--- config.mk ---
export PLATFORM = sky130hd
export DESIGN_NAME = vector_distance_unit_top_flat
export DESIGN_NICKNAME = d
export VERILOG_FILES = /design/src/hw/rtl/vdu_pkg.sv /design/src/hw/rtl/vdu_stream_if.sv /design/src/hw/rtl/vdu_front.sv /design/src/hw/rtl/vdu_queue.sv /design/src/hw/rtl/vdu_back.sv /design/src/hw/rtl/vector_distance_unit_top.sv /design/src/flat_wrapper.sv
export SDC_FILE = /design/constraint.sdc
export NUM_CORES = 1
export LEC_CHECK = 0
export BUFFER_PORTS_ARGS = -buffer_cell sky130_fd_sc_hd__buf_2
export CELL_PAD_IN_SITES_DETAIL_PLACEMENT = 0
export CELL_PAD_IN_SITES_GLOBAL_PLACEMENT = 2
export CORE_AREA = 2 2 251 253
export CTS_CLUSTER_DIAMETER = 60
export CTS_CLUSTER_SIZE = 24
export DETAILED_ROUTE_END_ITERATION = 10
export DIE_AREA = 0 0 253 255
export PLACE_DENSITY_LB_ADDON = 0.1
export SETUP_SLACK_MARGIN = 0.05
export SLEW_MARGIN = 25
export SYNTH_ARGS = -nofsm -noshare
export SYNTH_HDL_FRONTEND = slang
export SYNTH_SLANG_ARGS = --single-unit
export TNS_END_PERCENT = 5
--- constraint.sdc ---
create_clock -name clk -period 10 [get_ports clk]
set_clock_uncertainty 0.15 [all_clocks]
set_input_delay 0.5 -clock clk [delete_from_list [all_inputs] [get_ports clk]]
set_output_delay 0.5 -clock clk [all_outputs]
set_load 0.1 [all_outputs]
--- src/hw/rtl/vdu_pkg.sv ---
package vdu_pkg;

    localparam int FIELD_W     = 16;
    localparam int RAW_W       = 32;
    localparam int ACC_W       = 42;
    localparam int OUT_W       = 26;
    localparam int ROOT_W      = 21;
    localparam int REM_W       = 23;
    localparam int SQRT_STEPS  = 21;
    localparam int STEP_W      = 5;
    localparam int QUEUE_DEPTH = 2;

    localparam logic [ACC_W-1:0] ACC_MAX = {ACC_W{1'b1}};
    localparam logic [OUT_W-1:0] OUT_MAX = {OUT_W{1'b1}};

    typedef enum logic [1:0] {
        MODE_EUCLID    = 2'd0,
        MODE_MANHATTAN = 2'd1,
        MODE_CHEBYSHEV = 2'd2,
        MODE_RESERVED  = 2'd3
    } metric_t;

    typedef enum logic [1:0] {
        BK_IDLE,
        BK_ROOT,
        BK_EMIT
    } back_state_t;

    typedef struct packed {
        logic signed [FIELD_W-1:0] x_element;
        logic signed [FIELD_W-1:0] y_element;
        logic                      last_element;
    } elem_t;

    typedef struct packed {
        logic [OUT_W-1:0] distance_value;
        logic             overflow_flag;
    } result_t;

    typedef struct packed {
        logic [1:0] metric_mode;
    } cfg_t;

    // one finished vector, handed from the accumulator to the result stage
    typedef struct packed {
        logic [ACC_W-1:0] acc;
        metric_t          mode;
        logic             sat;
    } job_t;

endpackage

--- src/hw/rtl/vdu_stream_if.sv ---
interface vdu_stream_if #(parameter type payload_t = logic);
    logic     valid;
    logic     ready;
    payload_t payload;

    modport source (output valid, output payload, input ready);
    modport sink   (input valid, input payload, output ready);
endinterface

--- src/hw/rtl/vdu_front.sv ---
module vdu_front #(
    parameter int MAX_LEN    = 1024,
    parameter int ELEM_WIDTH = 16
) (
    input  logic             clk,
    input  logic             rst_n,
    input  vdu_pkg::metric_t mode,
    vdu_stream_if.sink       elem,
    vdu_stream_if.source     job
);

    localparam int CNT_W = $clog2(MAX_LEN + 1);

    logic [CNT_W-1:0]          count_reg;
    logic                      sat_reg;
    logic                      a_valid_reg;
    logic                      a_last_reg;
    logic                      a_en_reg;
    logic                      a_sat_reg;
    vdu_pkg::metric_t          a_mode_reg;
    logic [vdu_pkg::ACC_W-1:0] a_term_reg;
    logic [vdu_pkg::ACC_W-1:0] acc_reg;

    logic [vdu_pkg::RAW_W-1:0]  x_raw;
    logic [vdu_pkg::RAW_W-1:0]  y_raw;
    logic signed [ELEM_WIDTH:0] x_se;
    logic signed [ELEM_WIDTH:0] y_se;
    logic signed [ELEM_WIDTH:0] diff;
    logic [ELEM_WIDTH-1:0]      mag;
    logic [vdu_pkg::ACC_W-1:0]  mag_x;
    logic [vdu_pkg::ROOT_W-1:0] mag_lo;
    logic                       mag_big;
    logic [vdu_pkg::ACC_W-1:0]  sq;
    logic [vdu_pkg::ACC_W-1:0]  term;
    logic                       cnt_open;
    logic                       accept;
    logic                       a_consume;
    logic [vdu_pkg::ACC_W:0]    sum;
    logic [vdu_pkg::ACC_W-1:0]  sum_sat;
    logic [vdu_pkg::ACC_W-1:0]  acc_upd;

    // element = low ELEM_WIDTH bits of the field, two's complement
    assign x_raw = {{(vdu_pkg::RAW_W - vdu_pkg::FIELD_W){1'b0}}, elem.payload.x_element};
    assign y_raw = {{(vdu_pkg::RAW_W - vdu_pkg::FIELD_W){1'b0}}, elem.payload.y_element};
    assign x_se  = signed'({x_raw[ELEM_WIDTH-1], x_raw[ELEM_WIDTH-1:0]});
    assign y_se  = signed'({y_raw[ELEM_WIDTH-1], y_raw[ELEM_WIDTH-1:0]});
    assign diff  = x_se - y_se;
    assign mag   = diff[ELEM_WIDTH] ? ELEM_WIDTH'(-diff) : diff[ELEM_WIDTH-1:0];

    assign mag_x   = vdu_pkg::ACC_W'(mag);
    assign mag_big = |mag_x[vdu_pkg::ACC_W-1:vdu_pkg::ROOT_W];
    assign mag_lo  = mag_x[vdu_pkg::ROOT_W-1:0];
    assign sq      = vdu_pkg::ACC_W'(mag_lo) * vdu_pkg::ACC_W'(mag_lo);

    always_comb
    begin
        case (mode)
            vdu_pkg::MODE_EUCLID: term = mag_big ? vdu_pkg::ACC_MAX : sq;
            default:              term = mag_x;
        endcase
    end

    assign cnt_open  = (count_reg != CNT_W'(MAX_LEN));
    assign a_consume = a_valid_reg && (!a_last_reg || job.ready);
    assign elem.ready = !a_valid_reg || a_consume;
    assign accept    = elem.valid && elem.ready;

    assign sum     = {1'b0, acc_reg} + {1'b0, a_term_reg};
    assign sum_sat = sum[vdu_pkg::ACC_W] ? vdu_pkg::ACC_MAX : sum[vdu_pkg::ACC_W-1:0];

    always_comb
    begin
        acc_upd = acc_reg;
        if (a_en_reg)
        begin
            case (a_mode_reg)
                vdu_pkg::MODE_EUCLID,
                vdu_pkg::MODE_MANHATTAN: acc_upd = sum_sat;
                vdu_pkg::MODE_CHEBYSHEV: acc_upd = (a_term_reg > acc_reg) ? a_term_reg : acc_reg;
                default:                 acc_upd = acc_reg;
            endcase
        end
    end

    assign job.valid       = a_valid_reg && a_last_reg;
    assign job.payload.acc  = acc_upd;
    assign job.payload.mode = a_mode_reg;
    assign job.payload.sat  = a_sat_reg;

    always_ff @(posedge clk or negedge rst_n)
    begin
        if (!rst_n)
        begin
            count_reg   <= '0;
            sat_reg     <= 1'b0;
            a_valid_reg <= 1'b0;
            a_last_reg  <= 1'b0;
            a_en_reg    <= 1'b0;
            a_sat_reg   <= 1'b0;
            a_mode_reg  <= vdu_pkg::MODE_EUCLID;
            a_term_reg  <= '0;
            acc_reg     <= '0;
        end
        else
        begin
            if (elem.ready)
                a_valid_reg <= elem.valid;
            if (accept)
            begin
                a_last_reg <= elem.payload.last_element;
                a_en_reg   <= cnt_open;
                a_sat_reg  <= sat_reg || !cnt_open;
                a_mode_reg <= mode;
                a_term_reg <= term;
                if (elem.payload.last_element)
                begin
                    count_reg <= '0;
                    sat_reg   <= 1'b0;
                end
                else if (cnt_open)
                    count_reg <= count_reg + CNT_W'(1);
                else
                    sat_reg <= 1'b1;
            end
            if (a_consume)
                acc_reg <= a_last_reg ? '0 : acc_upd;
        end
    end

endmodule

--- src/hw/rtl/vdu_queue.sv ---
module vdu_queue (
    input  logic         clk,
    input  logic         rst_n,
    vdu_stream_if.sink   push,
    vdu_stream_if.source pop
);

    localparam int QPW = (vdu_pkg::QUEUE_DEPTH > 1) ? $clog2(vdu_pkg::QUEUE_DEPTH) : 1;

    vdu_pkg::job_t  mem [vdu_pkg::QUEUE_DEPTH];
    logic [QPW-1:0] wr_ptr_reg;
    logic [QPW-1:0] rd_ptr_reg;
    logic [QPW:0]   fill_reg;
    logic           do_push;
    logic           do_pop;

    assign push.ready  = (fill_reg != (QPW+1)'(vdu_pkg::QUEUE_DEPTH));
    assign pop.valid   = (fill_reg != '0);
    assign pop.payload = mem[rd_ptr_reg];
    assign do_push     = push.valid && push.ready;
    assign do_pop      = pop.valid && pop.ready;

    always_ff @(posedge clk)
    begin
        if (do_push)
            mem[wr_ptr_reg] <= push.payload;
    end

    always_ff @(posedge clk or negedge rst_n)
    begin
        if (!rst_n)
        begin
            wr_ptr_reg <= '0;
            rd_ptr_reg <= '0;
            fill_reg   <= '0;
        end
        else
        begin
            if (do_push)
                wr_ptr_reg <= (wr_ptr_reg == QPW'(vdu_pkg::QUEUE_DEPTH - 1)) ?
                              '0 : wr_ptr_reg + QPW'(1);
            if (do_pop)
                rd_ptr_reg <= (rd_ptr_reg == QPW'(vdu_pkg::QUEUE_DEPTH - 1)) ?
                              '0 : rd_ptr_reg + QPW'(1);
            case ({do_push, do_pop})
                2'b10:   fill_reg <= fill_reg + (QPW+1)'(1);
                2'b01:   fill_reg <= fill_reg - (QPW+1)'(1);
                default: fill_reg <= fill_reg;
            endcase
        end
    end

endmodule

--- src/hw/rtl/vdu_back.sv ---
module vdu_back (
    input  logic         clk,
    input  logic         rst_n,
    vdu_stream_if.sink   job,
    vdu_stream_if.source result
);

    vdu_pkg::back_state_t state_reg, state_next;

    logic [vdu_pkg::ACC_W-1:0]  rad_reg, rad_next;
    logic [vdu_pkg::REM_W-1:0]  rem_reg, rem_next;
    logic [vdu_pkg::ROOT_W-1:0] root_reg, root_next;
    logic [vdu_pkg::STEP_W-1:0] step_reg, step_next;
    logic                       out_valid_reg;
    vdu_pkg::result_t           out_reg;

    logic                       out_free;
    logic                       out_load;
    vdu_pkg::result_t           out_next;
    logic [vdu_pkg::REM_W-1:0]  rem_sh;
    logic [vdu_pkg::REM_W-1:0]  trial;
    logic [vdu_pkg::OUT_W-1:0]  direct_val;
    logic                       use_root;

    assign out_free       = !out_valid_reg || result.ready;
    assign result.valid   = out_valid_reg;
    assign result.payload = out_reg;

    // one result bit per cycle, two radicand bits shifted in each step
    assign rem_sh = {rem_reg[vdu_pkg::REM_W-3:0], rad_reg[vdu_pkg::ACC_W-1 -: 2]};
    assign trial  = {root_reg, 2'b01};

    assign use_root = !job.payload.sat && (job.payload.mode == vdu_pkg::MODE_EUCLID);

    always_comb
    begin
        case (job.payload.mode)
            vdu_pkg::MODE_MANHATTAN,
            vdu_pkg::MODE_CHEBYSHEV:
                direct_val = (|job.payload.acc[vdu_pkg::ACC_W-1:vdu_pkg::OUT_W]) ?
                             vdu_pkg::OUT_MAX : job.payload.acc[vdu_pkg::OUT_W-1:0];
            default:
                direct_val = '0;
        endcase
    end

    always_comb
    begin
        state_next = state_reg;
        rad_next   = rad_reg;
        rem_next   = rem_reg;
        root_next  = root_reg;
        step_next  = step_reg;
        job.ready  = 1'b0;
        out_load   = 1'b0;
        out_next   = out_reg;
        case (state_reg)
            vdu_pkg::BK_IDLE:
            begin
                if (job.valid && (use_root || out_free))
                begin
                    job.ready = 1'b1;
                    if (use_root)
                    begin
                        rad_next   = job.payload.acc;
                        rem_next   = '0;
                        root_next  = '0;
                        step_next  = '0;
                        state_next = vdu_pkg::BK_ROOT;
                    end
                    else
                    begin
                        out_load = 1'b1;
                        out_next.overflow_flag  = job.payload.sat;
                        out_next.distance_value = job.payload.sat ? vdu_pkg::OUT_MAX : direct_val;
                    end
                end
            end
            vdu_pkg::BK_ROOT:
            begin
                rad_next = {rad_reg[vdu_pkg::ACC_W-3:0], 2'b00};
                if (rem_sh >= trial)
                begin
                    rem_next  = rem_sh - trial;
                    root_next = {root_reg[vdu_pkg::ROOT_W-2:0], 1'b1};
                end
                else
                begin
                    rem_next  = rem_sh;
                    root_next = {root_reg[vdu_pkg::ROOT_W-2:0], 1'b0};
                end
                if (step_reg == vdu_pkg::STEP_W'(vdu_pkg::SQRT_STEPS - 1))
                    state_next = vdu_pkg::BK_EMIT;
                else
                    step_next = step_reg + vdu_pkg::STEP_W'(1);
            end
            vdu_pkg::BK_EMIT:
            begin
                if (out_free)
                begin
                    out_load = 1'b1;
                    out_next.overflow_flag  = 1'b0;
                    out_next.distance_value = vdu_pkg::OUT_W'(root_reg);
                    state_next = vdu_pkg::BK_IDLE;
                end
            end
            default:
                state_next = vdu_pkg::BK_IDLE;
        endcase
    end

    always_ff @(posedge clk or negedge rst_n)
    begin
        if (!rst_n)
        begin
            state_reg     <= vdu_pkg::BK_IDLE;
            step_reg      <= '0;
            out_valid_reg <= 1'b0;
        end
        else
        begin
            state_reg <= state_next;
            step_reg  <= step_next;
            if (out_load)
                out_valid_reg <= 1'b1;
            else if (result.ready)
                out_valid_reg <= 1'b0;
        end
    end

    always_ff @(posedge clk)
    begin
        rad_reg  <= rad_next;
        rem_reg  <= rem_next;
        root_reg <= root_next;
        out_reg  <= out_next;
    end

endmodule

--- src/hw/rtl/vector_distance_unit_top.sv ---
// Streaming vector distance, signed Q8.8 elements in, unsigned Q18.8 distance out.
// Channels (valid/ready, transfer when both high at a rising edge):
//   elem   - one element pair per transfer, last_element closes the vector.
//   result - one transfer per vector: distance_value and overflow_flag.
//   cfg    - metric_mode (0 Euclidean, 1 Manhattan, 2 Chebyshev); change it
//            only between vectors, with no result outstanding.
// Throughput: one element pair per cycle while elem is not stalled. The
// accumulator folds each pair in from the input register; a closed vector
// moves into a two-entry queue in front of the result stage, so the next
// vector streams in while the previous one is finished.
// Manhattan, Chebyshev and overflowed vectors go from the queue straight to
// the result register; Euclidean vectors first pass through the square root,
// which produces one result bit per cycle.
// A new vector whose result cannot be queued stalls elem until a queue slot
// frees; a stalled result register holds its value and backs up the queue.
// Reset clears the mode to Euclidean, the accumulator, count and queue.
module vector_distance_unit_top #(
    parameter int MAX_LEN    = 1024,
    parameter int ELEM_WIDTH = 16
) (
    input  logic         clk,
    input  logic         rst_n,
    vdu_stream_if.sink   elem,
    vdu_stream_if.source result,
    vdu_stream_if.sink   cfg
);

    vdu_pkg::metric_t mode_reg;

    vdu_stream_if #(.payload_t(vdu_pkg::job_t)) job_push ();
    vdu_stream_if #(.payload_t(vdu_pkg::job_t)) job_pop ();

    assign cfg.ready = 1'b1;

    always_ff @(posedge clk or negedge rst_n)
    begin
        if (!rst_n)
            mode_reg <= vdu_pkg::MODE_EUCLID;
        else if (cfg.valid)
            mode_reg <= vdu_pkg::metric_t'(cfg.payload.metric_mode);
    end

    vdu_front #(
        .MAX_LEN    (MAX_LEN),
        .ELEM_WIDTH (ELEM_WIDTH)
    ) u_front (
        .clk   (clk),
        .rst_n (rst_n),
        .mode  (mode_reg),
        .elem  (elem),
        .job   (job_push)
    );

    vdu_queue u_queue (
        .clk   (clk),
        .rst_n (rst_n),
        .push  (job_push),
        .pop   (job_pop)
    );

    vdu_back u_back (
        .clk    (clk),
        .rst_n  (rst_n),
        .job    (job_pop),
        .result (result)
    );

    // input stalls only when a closed vector cannot enter the queue
    a_stall_cause: assert property (@(posedge clk) disable iff (!rst_n)
        !elem.ready |-> (job_push.valid && !job_push.ready))
        else $error("element input stalled without a blocked vector");

    a_ovf_saturates: assert property (@(posedge clk) disable iff (!rst_n)
        (result.valid && result.payload.overflow_flag) |->
        (result.payload.distance_value == vdu_pkg::OUT_MAX))
        else $error("overflowed vector without saturated distance");

    // a vector at the queue head that is not taken stays valid; nothing is dropped
    a_pop_order: assert property (@(posedge clk) disable iff (!rst_n)
        (job_pop.valid && !job_pop.ready) |=> job_pop.valid)
        else $error("queued vector lost");

endmodule

--- src/flat_wrapper.sv ---
// flat-port wrapper written by rule: the top's interface ports become plain ports
module vector_distance_unit_top_flat import vdu_pkg::*;
#(
    parameter int MAX_LEN    = 1024,
    parameter int ELEM_WIDTH = 16
)
  (clk, rst_n, elem_valid, elem_payload, elem_ready, result_valid, result_payload, result_ready, cfg_valid, cfg_payload, cfg_ready);
  vdu_stream_if #(.payload_t(elem_t)) elem_i ();
  vdu_stream_if #(.payload_t(result_t)) result_i ();
  vdu_stream_if #(.payload_t(cfg_t)) cfg_i ();
  input  logic clk;
  input  logic rst_n;
  input wire logic [$bits(elem_i.valid)-1:0] elem_valid;
  input wire logic [$bits(elem_i.payload)-1:0] elem_payload;
  output wire logic [$bits(elem_i.ready)-1:0] elem_ready;
  output wire logic [$bits(result_i.valid)-1:0] result_valid;
  output wire logic [$bits(result_i.payload)-1:0] result_payload;
  input wire logic [$bits(result_i.ready)-1:0] result_ready;
  input wire logic [$bits(cfg_i.valid)-1:0] cfg_valid;
  input wire logic [$bits(cfg_i.payload)-1:0] cfg_payload;
  output wire logic [$bits(cfg_i.ready)-1:0] cfg_ready;
  assign elem_i.valid = elem_valid;
  assign elem_i.payload = elem_payload;
  assign elem_ready = elem_i.ready;
  assign result_valid = result_i.valid;
  assign result_payload = result_i.payload;
  assign result_i.ready = result_ready;
  assign cfg_i.valid = cfg_valid;
  assign cfg_i.payload = cfg_payload;
  assign cfg_ready = cfg_i.ready;
  vector_distance_unit_top #(.MAX_LEN(MAX_LEN), .ELEM_WIDTH(ELEM_WIDTH)) u_core (.clk(clk), .rst_n(rst_n), .elem(elem_i), .result(result_i), .cfg(cfg_i));
endmodule
==> results by group <==
STA
  • Setup TNS: 0 ps
  • Hold Fails Final Rpt: 0
  • # setup viols final: 0
  • Slew HR: 26.9%
  • Worst Hold Slack: 87.8 ps
  • Unrepaired setup endpoints after global routing: false
  • Final period util: 92.5%
  • Worst slew pin tran: 1090 ps
  • Final Slew Violations: 0
  • Max Clock Freq: 0.108 GHz
  • Final min period: 9250 ps

Min path
  • Hold Path Class: input pin to register
  • Hold EP: u_core.mode_reg[0]
  • Worst Hold Path Cells: 2
  • Worst min-delay path startpoint: cfg_payload[0]

Die
  • Die height: 255 um
  • Initial Util: 41.3%
  • Core area: 62200 um^2
  • Ports: 70
  • Die Width: 253 um
  • FP Rows: 92
  • Die Area: 64500 um^2

Clocking
  • Post_cts resized: 0
  • Max H-tree Level: 1
  • CTS root buffer: clkbuf_16
  • CTS max path bufs: 3
  • Sink Count: 307
  • Clk_lat worst skew: 580 ps
  • Clk slew on worst S/H paths: 80 ps
  • CTS tree: built
  • Cts bufs inserted: 25

Synthesis
  • Top cells by area, synth: edfxtp_1, fa_1, dfrtp_1, ha_1, inv_1
  • Largest family of logic cells by synthesized area: adder cells
  • Avg Inst Size Synth: 9.46 um^2
  • Post-synth EDFFs: 201
  • Synthesis-stage register bit count: 307
  • Yosys top cell area share: 23.5%
  • Post-synth ARST share: 34.5%
  • Simple-gate portion of the synthesized area: 12.7%
  • Yosys warnings: 0
  • Prevailing post-synth register cell: edfxtp_1
  • Most common cell in the netlist: inv_1
  • Post-synthesis adder-cell area fraction: 23.0%
  • Compound-Gate Fraction of Synth Area: 15.8%
  • Mapped Cells: 2713
  • Mapped Nets: 3124
  • Post-Synth XOR/XNOR Area: 3.95%
  • Mux cell area share after synthesis: 3.62%
  • Synth Cell Area: 25700 um^2
  • Synth cell count leaders: inv_1, nor2_1, nand2_1
  • Sequential fraction of the synthesis area: 33.9%
  • Synth unique cells: 89
  • Yosys top cell by area: edfxtp_1

Setup path
  • Reg2reg setup slack: 5190 ps
  • CP max stage cell: a2111oi_1
  • Reg2reg start: u_core.u_front.a_term_reg[0]
  • WS Path Type: input pin to register
  • Critical Path AT: 9540 ps
  • Crit path required time: 10290 ps
  • CP Launch Type: input pin
  • Reg2Reg Depth: 13
  • Slowest Stage Delay on Critical Path: 590 ps
  • Most frequent CP cell: fa_1
  • Critical path fanouts, max: 12
  • R2r endpoint: u_core.u_queue.mem[1][15]
  • Worst setup EP type: register

Drt
  • Post-route ant nets: 0
  • Vias/cell: 5.48
  • DRT Pass-1 Iters: 5
  • DR DRC count: 0
  • Via count: 19500
  • Wire length per cell: 20.3 um
  • DR iter-0 viols: 1017
  • Routed wire length: 72500 um

Placement
  • Routability cong.: 0.866
  • Port buffer count: 68
  • HPWL after DPL: 56000 um

Cells and area
  • Share of layout cells above drive strength 1: 8.27%
  • Area occupied by multi-input gates: 15200 um^2
  • Area delta synth->final: 8.98%
  • Register area: 8690 um^2
  • Fill count: 6002
  • Max reg flops: 90
  • Diodes inserted: 0
  • Nets: 3162

GRT
  • Initial antenna violation count: 0
  • GRT Util Overall: 22.8%
  • Gr ovfl total: 0
  • Vias in the first global route: 20300
  • Pin count of the biggest net entering global routing: 90
  • First-pass GRT wire length: 115000 um

Outcome
  • Status: complete, no violations

Flow run
  • Max cap viols: 0
==> critical path: cells and delay by family <==
| kind | cells | cell delay (ps) |
|---|---|---|
| adder cells (fa/ha/maj) | 9 | 3860 |
| XOR/XNOR | 2 | 410 |
| AO/OA/AOI/OAI | 9 | 2300 |
| multiplexers | 1 | 270 |
| AND/OR/NAND/NOR | 8 | 1590 |
| buffers and inverters | 6 | 580 |
==> timing repair <==
| item | CTS | global route |
|---|---|---|
| hold buffers | 2 | 0 |
| hold endpoints to repair | 41 | 0 |
| setup buffers | 0 | 0 |
==> cell type report <==
class	instances	area share, %
Clock inverter	20	1.07
Timing Repair Buffer	115	2.58
Clock buffer	26	2.25
Tap cell	799	3.58
Sequential cell	307	31.1
Inverter	373	5.01
Multi-Input combinational cell	1929	54.4
==> placed cells by master (no fill, tap or decap), types with 25 or more instances in the layout <==
cell type | Yosys | layout
nand3_1 | 27 | 27
ha_1 | 205 | 205
buf_4 | 1 | 43
dfrtp_1 | 106 | 104
nor3_1 | 32 | 31
mux2i_1 | 85 | 84
clkbuf_16 | 0 | 25
fa_1 | 166 | 166
inv_1 | 360 | 360
nand2_1 | 231 | 228
edfxtp_1 | 201 | 201
a21oi_1 | 219 | 219
nor2_1 | 271 | 265
a21o_1 | 43 | 43
xor2_1 | 37 | 37
buf_2 | 13 | 67
xnor2_1 | 68 | 68
o21ai_0 | 119 | 119
==> through the flow <==
stage                     setup slack [ps]  cell area [um^2]  std cells  util, %
after floorplan                        854             25700       2713        -
after global placement                 223             27000       3521     43.4
after detailed placement               101             27000       3521     43.4
after CTS                              670             28000       3569     45.0
after global routing                   136             28000       3569     45.0
final                                  750             28000       3569     45.0
==> worst max path at each step <==
stage	slack, ps	endpoint	depth (start not counted)	from
floorplan	850	u_core.u_front.a_term_reg[31]	38	elem_payload[17]
global placement	220	u_core.u_front.a_term_reg[31]	35	elem_payload[1]
detailed placement	100	u_core.u_front.a_term_reg[31]	35	elem_payload[1]
CTS	670	u_core.u_front.a_term_reg[31]	35	elem_payload[1]
global route	140	u_core.u_front.a_term_reg[31]	36	elem_payload[17]
finish	750	u_core.u_front.a_term_reg[31]	35	elem_payload[1]
==> layer usage <==
metal	share of wire (%)	track usage (%)	wire length, um	vias up
li1	-	-	-	9412
met1	44	29.0	31800	9718
met2	52	42.8	37300	336
met3	2.7	1.24	1950	78
met4	1.9	4.78	1370	0
met5	0	0	0	-
==> cells by family after synthesis <==
| group | count (synthesis) |
|---|---|
| other | 1 |
| adder cells (fa/ha/maj) | 371 |
| AND/OR/NAND/NOR | 724 |
| multiplexers | 92 |
| flip-flops | 307 |
| XOR/XNOR | 110 |
| AO/OA/AOI/OAI | 631 |
| buffers and inverters | 477 |
Power is left out: the tool's default activity adds up to more than one toggle a clock period on the data nets, which glitch-free logic cannot reach.
